**src/rtl/core/fl_crc_pkg.sv**
```systemverilog
// Package: constants, types and CRC helpers for the four-lane CRC32C hash.
package fl_crc_pkg;

  localparam int unsigned BLOCK_BYTES = 32;
  localparam int unsigned BLOCK_AW    = $clog2(BLOCK_BYTES);
  localparam int unsigned LANE_BYTES  = BLOCK_BYTES / 4;
  localparam int unsigned SHORT_PAIR  = 16;
  localparam int unsigned LEN_W       = BLOCK_AW + 1;

  localparam logic [31:0] CRC_POLY    = 32'h82F6_3B78;
  localparam logic [31:0] START_RESET = 32'hFFFF_FFFF;
  localparam logic [4:0]  ROT3_RESET  = 5'd16;
  localparam logic [4:0]  ROT4_RESET  = 5'd8;

  // configuration register indexes
  localparam logic [1:0] CFG_START_VALUE = 2'd0;
  localparam logic [1:0] CFG_LANE3_ROT   = 2'd1;
  localparam logic [1:0] CFG_LANE4_ROT   = 2'd2;

  typedef enum logic [1:0] {
    S_RUN,
    S_PASS,
    S_MIX
  } fl_state_e;

  typedef logic [3:0][31:0] lanes_t;

  // per-cycle command from the sequencer to the lane registers
  typedef struct packed {
    logic       start;    // message start: lanes take the start value
    logic       upd;      // fold data into the selected lane
    logic       restore;  // working lanes back to the last block boundary
    logic       commit;   // block boundary: snapshot working lanes
    logic [1:0] lane;
    logic [7:0] data;
  } lane_ctl_t;

  // reflected CRC32C over one byte, no final inversion
  function automatic logic [31:0] crc_byte(input logic [31:0] crc, input logic [7:0] b);
    logic [31:0] c;
    c = crc ^ {24'd0, b};
    for (int i = 0; i < 8; i++) begin
      c = c[0] ? ((c >> 1) ^ CRC_POLY) : (c >> 1);
    end
    return c;
  endfunction

  function automatic logic [31:0] rotl32(input logic [31:0] x, input logic [4:0] r);
    logic [63:0] t;
    t = {x, x} << r;
    return t[63:32];
  endfunction

  // lane that byte idx of the tail pass goes to
  function automatic logic [1:0] tail_lane(input logic [LEN_W-1:0] idx,
                                           input logic [LEN_W-1:0] len,
                                           input logic             short_msg);
    logic [LEN_W-1:0] base;
    logic             pair;
    pair = (len >= LEN_W'(SHORT_PAIR));
    base = pair ? LEN_W'(SHORT_PAIR) : '0;
    if (!short_msg) begin
      return idx[BLOCK_AW-1 -: 2];
    end else if (pair && idx < LEN_W'(SHORT_PAIR)) begin
      return idx[BLOCK_AW-1 -: 2];
    end else if ((len - base) >= LEN_W'(LANE_BYTES) && idx < base + LEN_W'(LANE_BYTES)) begin
      return 2'd2;
    end else begin
      return 2'd3;
    end
  endfunction

endpackage

```
**src/rtl/core/fl_crc_ram.sv**
```systemverilog
// Generic single-port-write, single-port-read RAM with registered read data.
module fl_crc_ram #(
  parameter int unsigned WIDTH = 8,
  parameter int unsigned DEPTH = 32
) (
  input  logic                     clk_i,
  input  logic                     we_i,
  input  logic [$clog2(DEPTH)-1:0] waddr_i,
  input  logic [WIDTH-1:0]         wdata_i,
  input  logic [$clog2(DEPTH)-1:0] raddr_i,
  output logic [WIDTH-1:0]         rdata_o
);

  logic [WIDTH-1:0] mem_q [DEPTH];
  logic [WIDTH-1:0] rdata_q;

  always_ff @(posedge clk_i) begin
    if (we_i) begin
      mem_q[waddr_i] <= wdata_i;
    end
    rdata_q <= mem_q[raddr_i];
  end

  assign rdata_o = rdata_q;

endmodule

```
**src/rtl/core/fl_crc_lanes.sv**
```systemverilog
// Four CRC32C lane registers plus their snapshot at the last block boundary.
module fl_crc_lanes import fl_crc_pkg::*; (
  input  logic        clk_i,
  input  lane_ctl_t   ctl_i,
  input  logic [31:0] start_value_i,
  output lanes_t      lanes_o
);

  lanes_t      work_q, work_d;
  lanes_t      snap_q, snap_d;
  lanes_t      base, base_snap;
  logic [31:0] new_crc;

  always_comb begin
    for (int k = 0; k < 4; k++) begin
      base[k]      = ctl_i.start ? start_value_i : work_q[k];
      base_snap[k] = ctl_i.start ? start_value_i : snap_q[k];
    end
    new_crc = crc_byte(base[ctl_i.lane], ctl_i.data);
    for (int k = 0; k < 4; k++) begin
      if (ctl_i.restore) begin
        work_d[k] = base_snap[k];
      end else if (ctl_i.upd && ctl_i.lane == 2'(k)) begin
        work_d[k] = new_crc;
      end else begin
        work_d[k] = base[k];
      end
      snap_d[k] = ctl_i.commit ? work_d[k] : base_snap[k];
    end
  end

  always_ff @(posedge clk_i) begin
    work_q <= work_d;
    snap_q <= snap_d;
  end

  assign lanes_o = work_q;

endmodule

```
**src/rtl/core/four_lane_crc32c_hash64.sv**
```systemverilog
// Top level: byte-stream four-lane CRC32C hash with 64-bit result.
//
// Usage
//   s_axis: one message byte per beat (tdata[7:0]); tlast marks the final
//   byte, tuser marks an empty message (tdata ignored, takes precedence).
//   m_axis: one 64-bit hash per message, tdata[31:0] = lane1 ^ rotl(lane3),
//   tdata[63:32] = lane2 ^ rotl(lane4).
//   cfg: write enable, index and data; start value, lane-3 and lane-4
//   rotate. Write only while no message is in flight.
// Throughput
//   One byte per cycle; the input stalls during the tail pass and mix.
//   Full 32-byte blocks are folded as they stream in. At the end of a
//   message a tail pass reads the 32-byte window RAM one byte per cycle
//   (one read port): all N bytes of a short message, the whole window for an
//   overlapping tail, none for a multiple of 32 bytes or an empty message.
// Reset and stall
//   Reset returns the sequencer to idle and clears the output beat; the
//   window RAM holds no reset state. A stalled output holds its beat while
//   the next message streams in; a second result waits for the slot.
module four_lane_crc32c_hash64 import fl_crc_pkg::*; (
  input  logic        clk_i,
  input  logic        rst_ni,
  // input stream
  input  logic        s_axis_tvalid,
  output logic        s_axis_tready,
  input  logic [7:0]  s_axis_tdata,   // [7:0] data_byte
  input  logic        s_axis_tlast,   // last_byte
  input  logic        s_axis_tuser,   // empty_message
  // result stream
  output logic        m_axis_tvalid,
  input  logic        m_axis_tready,
  output logic [63:0] m_axis_tdata,   // [31:0] hash_low, [63:32] hash_high
  // configuration
  input  logic        cfg_we_i,
  input  logic [1:0]  cfg_idx_i,
  input  logic [31:0] cfg_data_i
);

  // config registers
  logic [31:0] start_q;
  logic [4:0]  rot3_q, rot4_q;

  // sequencer state
  fl_state_e              state_q, state_d;
  logic [BLOCK_AW-1:0]    pos_q, pos_d;       // window slot for next byte
  logic                   full_q, full_d;     // a whole block was folded
  logic [LEN_W-1:0]       cnt_q, cnt_d;       // tail pass read counter
  logic [LEN_W-1:0]       len_q, len_d;       // tail pass length
  logic [BLOCK_AW-1:0]    base_q, base_d;     // tail pass first slot
  logic                   short_q, short_d;   // short-message lane layout
  logic                   rd_vld_q, rd_vld_d;
  logic [1:0]             rd_lane_q, rd_lane_d;

  // output beat
  logic        out_vld_q, out_vld_d;
  logic [63:0] out_data_q, out_data_d;
  logic        out_free;

  // window RAM
  logic                ram_we;
  logic [BLOCK_AW-1:0] ram_raddr;
  logic [7:0]          ram_rdata;

  lane_ctl_t           ctl;
  lanes_t              lanes;
  logic                acc;
  logic [BLOCK_AW-1:0] pos_n;
  logic                blk_done;

  always_ff @(posedge clk_i or negedge rst_ni) begin
    if (!rst_ni) begin
      start_q <= START_RESET;
      rot3_q  <= ROT3_RESET;
      rot4_q  <= ROT4_RESET;
    end else if (cfg_we_i) begin
      case (cfg_idx_i)
        CFG_START_VALUE: start_q <= cfg_data_i;
        CFG_LANE3_ROT:   rot3_q  <= cfg_data_i[4:0];
        CFG_LANE4_ROT:   rot4_q  <= cfg_data_i[4:0];
        default: ;
      endcase
    end
  end

  assign s_axis_tready = (state_q == S_RUN);
  assign acc           = s_axis_tvalid && s_axis_tready;
  assign out_free      = !out_vld_q || m_axis_tready;
  assign pos_n         = pos_q + 1'b1;
  assign blk_done      = (pos_q == BLOCK_AW'(BLOCK_BYTES - 1));
  assign ram_we        = acc && !s_axis_tuser;
  assign ram_raddr     = base_q + cnt_q[BLOCK_AW-1:0];

  always_comb begin
    state_d    = state_q;
    pos_d      = pos_q;
    full_d     = full_q;
    cnt_d      = cnt_q;
    len_d      = len_q;
    base_d     = base_q;
    short_d    = short_q;
    rd_vld_d   = 1'b0;
    rd_lane_d  = rd_lane_q;
    out_vld_d  = out_vld_q && !m_axis_tready;
    out_data_d = out_data_q;
    ctl        = '0;
    ctl.data   = s_axis_tdata;
    ctl.lane   = pos_q[BLOCK_AW-1 -: 2];

    case (state_q)
      S_RUN: begin
        if (acc) begin
          if (s_axis_tuser) begin
            // empty message: all lanes hold the start value
            ctl.start = 1'b1;
            pos_d     = '0;
            full_d    = 1'b0;
            state_d   = S_MIX;
          end else begin
            ctl.start = (pos_q == '0) && !full_q;
            if (!s_axis_tlast || blk_done) begin
              ctl.upd    = 1'b1;
              ctl.commit = blk_done;
              pos_d      = pos_n;
              full_d     = full_q || blk_done;
              if (s_axis_tlast) begin
                pos_d   = '0;
                full_d  = 1'b0;
                state_d = S_MIX;
              end
            end else begin
              // tail: rewind lanes to the block boundary, replay the window
              ctl.restore = 1'b1;
              cnt_d       = '0;
              short_d     = !full_q;
              len_d       = full_q ? LEN_W'(BLOCK_BYTES) : {1'b0, pos_n};
              base_d      = full_q ? pos_n : '0;
              pos_d       = '0;
              full_d      = 1'b0;
              state_d     = S_PASS;
            end
          end
        end
      end
      S_PASS: begin
        ctl.upd  = rd_vld_q;
        ctl.lane = rd_lane_q;
        ctl.data = ram_rdata;
        if (cnt_q != len_q) begin
          rd_vld_d  = 1'b1;
          rd_lane_d = tail_lane(cnt_q, len_q, short_q);
          cnt_d     = cnt_q + 1'b1;
        end else begin
          state_d = S_MIX;
        end
      end
      S_MIX: begin
        if (out_free) begin
          out_vld_d  = 1'b1;
          out_data_d = {lanes[1] ^ rotl32(lanes[3], rot4_q),
                        lanes[0] ^ rotl32(lanes[2], rot3_q)};
          state_d    = S_RUN;
        end
      end
      default: state_d = S_RUN;
    endcase
  end

  always_ff @(posedge clk_i or negedge rst_ni) begin
    if (!rst_ni) begin
      state_q   <= S_RUN;
      pos_q     <= '0;
      full_q    <= 1'b0;
      cnt_q     <= '0;
      len_q     <= '0;
      rd_vld_q  <= 1'b0;
      out_vld_q <= 1'b0;
    end else begin
      state_q   <= state_d;
      pos_q     <= pos_d;
      full_q    <= full_d;
      cnt_q     <= cnt_d;
      len_q     <= len_d;
      rd_vld_q  <= rd_vld_d;
      out_vld_q <= out_vld_d;
    end
  end

  always_ff @(posedge clk_i) begin
    base_q     <= base_d;
    short_q    <= short_d;
    rd_lane_q  <= rd_lane_d;
    out_data_q <= out_data_d;
  end

  fl_crc_ram #(
    .WIDTH (8),
    .DEPTH (BLOCK_BYTES)
  ) u_window (
    .clk_i   (clk_i),
    .we_i    (ram_we),
    .waddr_i (pos_q),
    .wdata_i (s_axis_tdata),
    .raddr_i (ram_raddr),
    .rdata_o (ram_rdata)
  );

  fl_crc_lanes u_lanes (
    .clk_i         (clk_i),
    .ctl_i         (ctl),
    .start_value_i (start_q),
    .lanes_o       (lanes)
  );

  assign m_axis_tvalid = out_vld_q;
  assign m_axis_tdata  = out_data_q;

  // read data only returns during a tail pass
  a_rd_in_pass: assert property (@(posedge clk_i) disable iff (!rst_ni)
    rd_vld_q |-> state_q == S_PASS)
    else $error("window read data outside tail pass");

  // pass length is one to a full block, counter never overruns it
  a_pass_len: assert property (@(posedge clk_i) disable iff (!rst_ni)
    state_q == S_PASS |-> (len_q != '0) && (len_q <= LEN_W'(BLOCK_BYTES)) && (cnt_q <= len_q))
    else $error("tail pass length out of range");

  // finished pass always proceeds to the mix
  a_pass_end: assert property (@(posedge clk_i) disable iff (!rst_ni)
    (state_q == S_PASS) && (cnt_q == len_q) |=> state_q == S_MIX)
    else $error("tail pass did not reach mix");

  // a pending result is never overwritten by a new one
  a_no_clobber: assert property (@(posedge clk_i) disable iff (!rst_ni)
    (state_q == S_MIX) && out_vld_q && !m_axis_tready |=> state_q == S_MIX)
    else $error("result produced while output slot busy");

endmodule
```
**config.mk**
```make
export PLATFORM = sky130hd
export DESIGN_NAME = four_lane_crc32c_hash64
export DESIGN_NICKNAME = d
export VERILOG_FILES = /design/src/rtl/core/fl_crc_pkg.sv /design/src/rtl/core/fl_crc_ram.sv /design/src/rtl/core/fl_crc_lanes.sv /design/src/rtl/core/four_lane_crc32c_hash64.sv
export SDC_FILE = /design/constraint.sdc
export NUM_CORES = 1
export LEC_CHECK = 0
export BUFFER_PORTS_ARGS = -buffer_cell sky130_fd_sc_hd__buf_4
export CAP_MARGIN = 20
export CORE_UTILIZATION = 55
export DETAILED_ROUTE_END_ITERATION = 6
export GPL_TIMING_DRIVEN = 0
export PLACE_DENSITY_LB_ADDON = 0.2
export SYNTH_ARGS = -nofsm -noshare
export SYNTH_HDL_FRONTEND = slang
export SYNTH_SLANG_ARGS = --single-unit
export TNS_END_PERCENT = 20
```
**constraint.sdc**
```tcl
create_clock -name clk_i -period 16.6 [get_ports clk_i]
set_clock_uncertainty 0.05 [all_clocks]
set_input_delay 3.32 -clock clk_i [delete_from_list [all_inputs] [get_ports clk_i]]
set_output_delay 3.32 -clock clk_i [all_outputs]
set_load 0.05 [all_outputs]
```
Word level (Yosys, flattened, before mapping)
Memories as Yosys holds them, arrays and structs flattened. A register that Yosys moved wholly into a read port is not among the register bits.
Cells that the tools add are included.
{"block": "totals", "ram_bits": 256, "inputBits": 49, "ff_bits": 392, "out_inout_bits": 66, "mem_count": 1, "word_cells": 165}
{"block": "op_classes", "order_cmp": 5, "shifts": 2, "muxes": 69, "n_reduce_logical": 32, "n_eq_ne": 16, "n_bitwise": 13, "addsub": 5}
{"name": "u_window.mem_q", "words": 32, "width": 8, "read_ports": 1, "rd_ports_with_merged_regs": 1, "write_ports": 1, "line_no": "fl_crc_ram.sv:14", "text": "logic [WIDTH-1:0] mem_q [DEPTH];"}
{"cell": "2-to-1 mux 32 bit", "n": 29}
{"cell": "NOT 16 -> 17 bit", "n": 8}
{"cell": "<< shifter 64 x 5 -> 64 bit", "n": 2}
{"cell": "binary-select mux 32 bit (select 2 bit)", "n": 1}
{"cell": "bitwise XOR 32 bit", "n": 2}
{"cell": "bitwise XOR 32 x 8 -> 32 bit", "n": 1}
{"cell": "2-to-1 mux 6 bit", "n": 5}
{"cell": "2-to-1 mux 5 bit", "n": 4}
{"cell": "2-to-1 mux 2 bit", "n": 9}
{"cell": "2-to-1 mux 1 bit", "n": 15}
{"cell": "one-hot mux 6 bit (2 select lines)", "n": 1}
{"cell": "AND reduction 2 bit", "n": 6}
{"cell": "logical AND 1 bit", "n": 10}
{"cell": "2-to-1 mux 10 bit", "n": 1}
{"cell": "inequality test 2 bit (second input constant)", "n": 5}
{"cell": "== test 2 bit (second input constant)", "n": 4}
{"cell": "AND reduction 4 bit", "n": 2}
{"cell": "adder 5 x 4 -> 6 bit (second input constant)", "n": 1}
{"cell": "adder 6 x 1 -> 6 bit (second input constant)", "n": 1}
{"cell": "== test 2 x 1 -> 1 bit (second input constant)", "n": 3}
{"cell": "greater-or-equal comparator 6 x 4 -> 1 bit (second input constant)", "n": 1}
{"cell": "greater-or-equal comparator 6 x 5 -> 1 bit (second input constant)", "n": 1}
{"cell": "zero test 2 bit", "n": 3}
{"cell": "less-than comparator 6 x 5 -> 1 bit (second input constant)", "n": 1}
{"cell": "19 further kinds", "n": 26}

Logic depth before layout (Yosys ltp)
Gate-level depths: netlist of the first run.
{"block": "depth", "word_depth": 29, "depth_mapped": 14, "ltp_nobuf": 11}

Cells and area by module
Synthesis of the first run repeated with hierarchy kept, for this count alone.
{"block": "hier_totals", "hier_cells": 2961, "area_unflattened_um2": 33857.5}
{"module": "fl_crc_lanes", "cells_per_inst": 1750, "area_each_um2": 14022.2, "instances": 1}
{"module": "fl_crc_ram", "cells_per_inst": 417, "area_each_um2": 10053.4, "instances": 1}
{"module": "four_lane_crc32c_hash64", "cells_per_inst": 794, "area_each_um2": 9781.9, "instances": 1}

Least setup slack after synthesis of the first run
No wires, ideal clock.
{"block": "synth_path", "path_type": "input -> register", "from": "input port m_axis_tready", "to": "register out_data_q[0], in the netlist m_axis_tdata[0], enable pin", "path_slack_ps": 7838, "n_path_buf": 0, "setup_time_ps": 578, "stages": 2, "arrival_time_ps": 8134, "path_cell_list": "nand2b_1 nor3b_1"}
{"block": "synth_via", "elab_chain_len": 2}
{"item": "start, declared", "line_no": "four_lane_crc32c_hash64.sv:31", "text": "input logic m_axis_tready,"}
{"item": "logical OR 1 bit", "line_no": "four_lane_crc32c_hash64.sv:87", "text": "assign out_free = !out_vld_q || m_axis_tready;"}
{"item": "AND reduction 2 bit (no line)"}
{"item": "end signal, assigned", "line_no": "four_lane_crc32c_hash64.sv:192", "text": "out_data_q <= out_data_d;"}
{"item": "end, declared", "line_no": "four_lane_crc32c_hash64.sv:56", "text": "logic [63:0] out_data_q, out_data_d;"}
Every way passes these cells.
A chain may end at the register's enable or synchronous reset.

==> results of run 1 <==
routing by layer:
| layer | vias to the layer above | track usage | share of wire |
|---|---|---|---|
| met5 | - | 0 | 0.000060 |
| met4 | 2 | 0.1596 | 0.045 |
| met3 | 276 | 0.1127 | 0.12 |
| met2 | 1587 | 0.5683 | 0.43 |
| met1 | 12440 | 0.5565 | 0.41 |
| li1 | 10280 | - | - |
worst max-delay path by stage:
stage | endpoint
floorplan | m_axis_tdata[0]$_DFFE_PP_
global placement | m_axis_tdata[40]$_DFFE_PP_
detailed placement | u_lanes.snap_q[9]$_DFF_P_
CTS | u_lanes.snap_q[9]$_DFF_P_
global route | u_lanes.lanes_o[9]$_DFF_P_
finish | u_lanes.snap_q[9]$_DFF_P_
worst max-delay path, delay by kind of cell:
| family | cells | cell delay, ns |
|---|---|---|
| muxes | 1 | 0.20 |
| xor gates and xnor gates | 2 | 0.84 |
| and+or+nand+nor | 3 | 1.66 |
| buffers and inverters | 4 | 1.84 |
| AOI/OAI and AO/OA | 2 | 0.61 |
logic make-up after synthesis:
logic type,synth area share
simple gates,0.06164
compound gates,0.1116
xor+xnor,0.05112
mux,0.2215
fa+ha+maj,0.004906
buf+inv,0.02710
flops,0.5221
through the flow:
step	cell area, um2	std cells	hold slack [ns]	utilization
final	36440	3656	0.4717	0.6316
after global placement	33950	3517	0.4343	0.5884
after floorplan	32130	2638	0.4181	-
after detailed placement	34100	3528	0.4543	0.5911
after CTS	36430	3653	0.4705	0.6314
after global routing	36430	3654	0.4812	0.6315
Yosys cell counts, types with 32 or more instances:
cell	n
xnor2_1	52
mux4_2	144
nand2_1	179
a211oi_1	40
nor2_1	171
edfxtp_1	328
dfstp_2	34
o21ai_0	105
a21o_1	35
mux2_2	82
a21oi_1	292
xor2_1	91
clkbuf_1	169
dfxtp_1	264
buf_1	32
nor3_1	32
mux2i_1	291
o22ai_1	58
layout make-up:
class | instances | area (um2) | area share
Clock buffer | 94 | 1922 | 0.05274
Sequential cell | 656 | 16780 | 0.4605
Inverter | 10 | 37.54 | 0.001030
Timing Repair Buffer | 126 | 999.7 | 0.02744
Buffer | 211 | 833.3 | 0.02287
Antenna cell | 2 | 5.005 | 0.0001373
Multi-Input combinational cell | 1761 | 14500 | 0.3980
Clock inverter | 31 | 401.6 | 0.01102
Tap cell | 765 | 957.2 | 0.02627
state kept, by name, summed over array words and instances, names as in the netlist:
signal / cells
rd_lane_q: 2
u_window.mem_q: 256
state_q: 2
rd_vld_q: 1
base_q: 5
cnt_q: 6
rot3_q: 5
m_axis_tdata: 64
start_q: 32
u_lanes.lanes_o: 128
full_q: 1
u_lanes.snap_q: 128
len_q: 6
m_axis_tvalid: 1
short_q: 1
u_window.rdata_o: 8
pos_q: 5
rot4_q: 5
==> impl_metrics.csv, run 1 <==
group,metric,value,unit
global_route,grt_max_degree,65,
detailed_routing,wl,117000,um
worst_setup_path,slowest_stage,"nor2_1",
logic_synthesis,synth-seq-cells,656,
logic_synthesis,synthTopCellsByArea,"edfxtp_1, dfxtp_1, mux4_2",
worst_setup_path,worstPathRequired,17.10,ns
cells_and_area,layout_commonest_cell,"edfxtp_1",
logic_synthesis,synth_cell_type_count,64,
clock_network,path_clk_slew,0.06,ns
placement,portBuffers,114,
timing,layout_min_cycle_time,8.007,ns
logic_synthesis,syn_avg_cell_area,12.18,um2
worst_setup_path,end_kind,"register",
clock_network,cts_resized,0,
placement,gp_congestion,1.058,
logic_synthesis,ys.flop_type,"edfxtp_1",
global_route,antenna_found_initial,3,
detailed_routing,drtPass1Iterations,6,
worst_hold_path,min_path_type,"register to register",
cells_and_area,final_cell_mix,"edfxtp_1, a21oi_1, mux2i_1, dfxtp_1, clkbuf_1",
timing,final_max_slew_viol_count,0,
detailed_routing,routedWlPerCell,32.00,um
logic_synthesis,synth_enable_flop_cells,328,
clock_network,clockBufferDepth,3,
clock_network,holdBufCountCts,0,
worst_setup_path,crit_top_cell,"clkbuf_1",
clock_network,postCtsSetupBuffers,0,
floorplanning,dieArea,59400,um2
worst_setup_path,start_kind,"input port",
clock_network,insertion_delay,0.64,ns
worst_setup_path,cp-startpoint,"s_axis_tvalid",
worst_setup_path,critPathKind,"input port to register",
worst_setup_path,rr_endpoint,"u_lanes.snap_q[9]$_DFF_P_",
timing,maxSlewHeadroom,0.1419,
floorplanning,die_w,243.7,um
logic_synthesis,synthArstFlopShare,0.09756,
clock_network,cts_root_buf,"clkbuf_16",
global_route,grt_pass1_vias,23360,
detailed_routing,vias_per_cell,6.724,
logic_synthesis,synth_warnings,0,
cells_and_area,drive_above_1_share,0.1866,
worst_setup_path,crit_chain,"buf_4 > nand2_1 > clkbuf_1 > nor2_1 > clkbuf_1 > clkbuf_1 > nand2_1 > o21ai_0 > xnor2_1 > xnor2_1 > a21oi_1 > mux2i_1",
global_route,overflow,0,
worst_hold_path,min_to,"len_q[2]$_DFFE_PN0P_",
run_status,status,"completed",
timing,layout_setup_ws,8.593,ns
worst_hold_path,holdPathStages,2,
logic_synthesis,synth_cells,2638,
logic_synthesis,syn_area,32130,um2
timing,worst_pin_slew,1.287,ns
floorplanning,coreArea,57700,um2
worst_setup_path,r2r-start,"state_q[0]$_DFFE_PN0P_",
cells_and_area,fillers,4502,
cells_and_area,fin_nets,2896,
timing,rsz0062_at_grt,"false",
floorplanning,die_height,243.7,um
logic_synthesis,yosysTopAreaCell,"edfxtp_1",
timing,fmax,124.9,MHz
clock_network,cts_sinks,656,
worst_setup_path,worstPathMaxFanout,10,
timing,fin_crit_sh,0.4823,
worst_setup_path,cp_slowest_stage_delay,0.95,ns
timing,fin_tns_setup,0,ns
clock_network,tritoncts,"built",
global_route,grt_pass1_wl,166500,um
floorplanning,fp-row-count,88,
worst_setup_path,cp_data_arrival_time,8.51,ns
logic_synthesis,syn_nets,2699,
logic_synthesis,seq_area_frac_synth,0.5221,
cells_and_area,areaGrowthSynthToFinish,13.39,%
timing,setup_violations,0,
detailed_routing,drc,0,
clock_network,cts_made_buffers,69,
floorplanning,io_pins,115,
flow_run,drv_cap,0,
placement,place_ws,8.276,ns
placement,hpwlAfterDp,87270,um
detailed_routing,vias,24580,
floorplanning,start_util,0.5570,
worst_hold_path,min_from,"len_q[2]$_DFFE_PN0P_",
clock_network,htreeDepth,3,
timing,finalHoldViolCount,0,
logic_synthesis,synth_top_cell_area_share,0.3065,
global_route,track_usage,0.3933,
worst_setup_path,r2r_cells,13,
worst_setup_path,rrSetupSlack,10.60,ns
detailed_routing,postRouteAntennaNets,0,
detailed_routing,drt-initial-drc-count,3625,
Power of run 1 is not shown: default switching activity piles up to over one toggle a cycle in this logic, so the estimate is an artifact.
==> inputs of run 2 (changes only) <==
Clock period 16.6 ns to 6.8 ns, I/O delays scaled along.
==> impl_metrics.csv, run 2 (same netlist as run 1, synthesis figures left out) <==
group,metric,value,unit
run_status,status,"completed",
timing,finalHoldViolCount,0,
timing,worst_pin_slew,1.289,ns
worst_setup_path,critPathKind,"input port to register",
cells_and_area,largest-register,"u_window.mem_q",
worst_setup_path,worstPathRequired,7.29,ns
worst_setup_path,start_kind,"input port",
floorplanning,io_pins,115,
global_route,grt_pass1_vias,23090,
global_route,overflow,0,
cells_and_area,seq_area,16780,um2
timing,setup_violations,0,
placement,dp_cells,3527,
clock_network,cts_resized,0,
timing,maxSlewHeadroom,0.1163,
clock_network,holdBufCountCts,0,
clock_network,cts_sinks,656,
timing,fin_tns_setup,0,ns
timing,fmax,161.5,MHz
timing,fin_crit_sh,0.9108,
clock_network,clockBufferDepth,3,
floorplanning,die_height,243.7,um
timing,rsz0062_at_grt,"false",
detailed_routing,drtPass1Iterations,6,
cells_and_area,areaGrowthSynthToFinish,13.55,%
cells_and_area,fin_nets,2898,
timing,layout_min_cycle_time,6.194,ns
global_route,antenna_found_initial,3,
placement,hpwlAfterDp,87120,um
cells_and_area,drive_above_1_share,0.1842,
floorplanning,dieArea,59400,um2
cells_and_area,stdcell_count,3658,
clock_network,tritoncts,"built",
detailed_routing,wl_met2,49130,um
clock_network,cts_made_buffers,70,
worst_hold_path,min_path_type,"register to register",
cells_and_area,fin_area,36490,um2
placement,placed_area,34100,um2
cells_and_area,antennaDiodeCount,0,
detailed_routing,met3_length,14680,um
detailed_routing,vias,24560,
detailed_routing,drc,0,
cells_and_area,fillers,4530,
worst_setup_path,worstPathMaxFanout,10,
timing,final_max_slew_viol_count,0,
clock_network,postCtsSetupBuffers,0,
global_route,grt_pass1_wl,164500,um
detailed_routing,routedLengthMet1,47470,um
flow_run,drv_cap,0,
detailed_routing,routedWlPerCell,31.81,um
cells_and_area,final_cell_mix,"edfxtp_1, a21oi_1, mux2i_1, dfxtp_1, clkbuf_1",
cells_and_area,multi_input_area,14500,um2
cells_and_area,layout_commonest_cell,"edfxtp_1",
worst_setup_path,cp_data_arrival_time,6.69,ns
cells_and_area,largest_reg_flops,256,
global_route,track_usage,0.3883,
floorplanning,start_util,0.5570,
detailed_routing,postRouteAntennaNets,0,
detailed_routing,vias_per_cell,6.713,
clock_network,insertion_delay,0.64,ns
clock_network,path_clk_slew,0.06,ns
global_route,grt_max_degree,65,
placement,portBuffers,114,
placement,gp_congestion,1.026,
floorplanning,coreArea,57700,um2
clock_network,htreeDepth,3,
worst_setup_path,end_kind,"register",
detailed_routing,wl,116400,um
clock_network,cts_root_buf,"clkbuf_16",
floorplanning,die_w,243.7,um
detailed_routing,highest_layer,"met5",
detailed_routing,drt-initial-drc-count,3516,
floorplanning,fp-row-count,88,
## run 2: changes by cell type in the layout (fill, tap and decap cells not counted), sizes merged
cell,before,now
clkinv,21,18
inv,11,12
bufinv,7,6
diode,2,0
clkdlybuf4s18,0,1
clkinvlp,2,3
clkbuf,263,268
## run 2: final timing paths
check / startpoint / end / slack, ns / cells after the start
worst min register to register: len_q[1]$_DFFE_PN0P_ / len_q[1]$_DFFE_PN0P_ / 0.46 / 2
worst min-delay path: len_q[1]$_DFFE_PN0P_ / len_q[1]$_DFFE_PN0P_ / 0.46 / 2
worst max register to register: state_q[0]$_DFFE_PN0P_ / u_lanes.snap_q[9]$_DFF_P_ / 0.66 / 13
max in group asynchronous: rst_ni / start_q[20]$_DFFE_PN1P_ / 5.44 / 2
worst max-delay path: s_axis_tvalid / u_lanes.snap_q[9]$_DFF_P_ / 0.61 / 12
min in group asynchronous: rst_ni / start_q[31]$_DFFE_PN1P_ / 0.89 / 1
## run 2: layer usage
| layer | GRT usage | vias to the layer above |
|---|---|---|
| li1 | - | 10290 |
| met1 | 0.5609 | 12420 |
| met2 | 0.5491 | 1577 |
| met3 | 0.1055 | 267 |
| met4 | 0.1651 | 4 |
| met5 | 0 | - |
## run 2: area by class of cell
| class | count | share of cell area |
|---|---|---|
| sequential | 656 | 0.4598 |
| multi-input combinational | 1761 | 0.3975 |
| clock buffer | 99 | 0.05322 |
| clock inverter | 29 | 0.01087 |
| timing repair buffer | 127 | 0.02850 |
| tap | 765 | 0.02623 |
| buffer | 211 | 0.02284 |
| inverter | 10 | 0.001029 |
## run 2: critical path: stages
cell	delay (ns)
buf_4	0.11
nand2_1	0.30
clkbuf_1	0.38
nor2_1	0.91
clkbuf_1	0.67
clkbuf_1	0.73
nand2_1	0.53
o21ai_0	0.43
xnor2_1	0.16
xnor2_1	0.67
a21oi_1	0.19
mux2i_1	0.19
## run 2: stage by stage
step	setup WS (ns)	utilization	hold WS [ns]
floorplan	2.285	-	0.4181
global placement	0.3813	0.5885	0.4330
detailed placement	0.3271	0.5910	0.4440
CTS	0.9484	0.6315	0.4579
global route	0.6960	0.6324	0.4830
finish	0.6063	0.6324	0.4640
Power of run 2 is left out for the same reason.
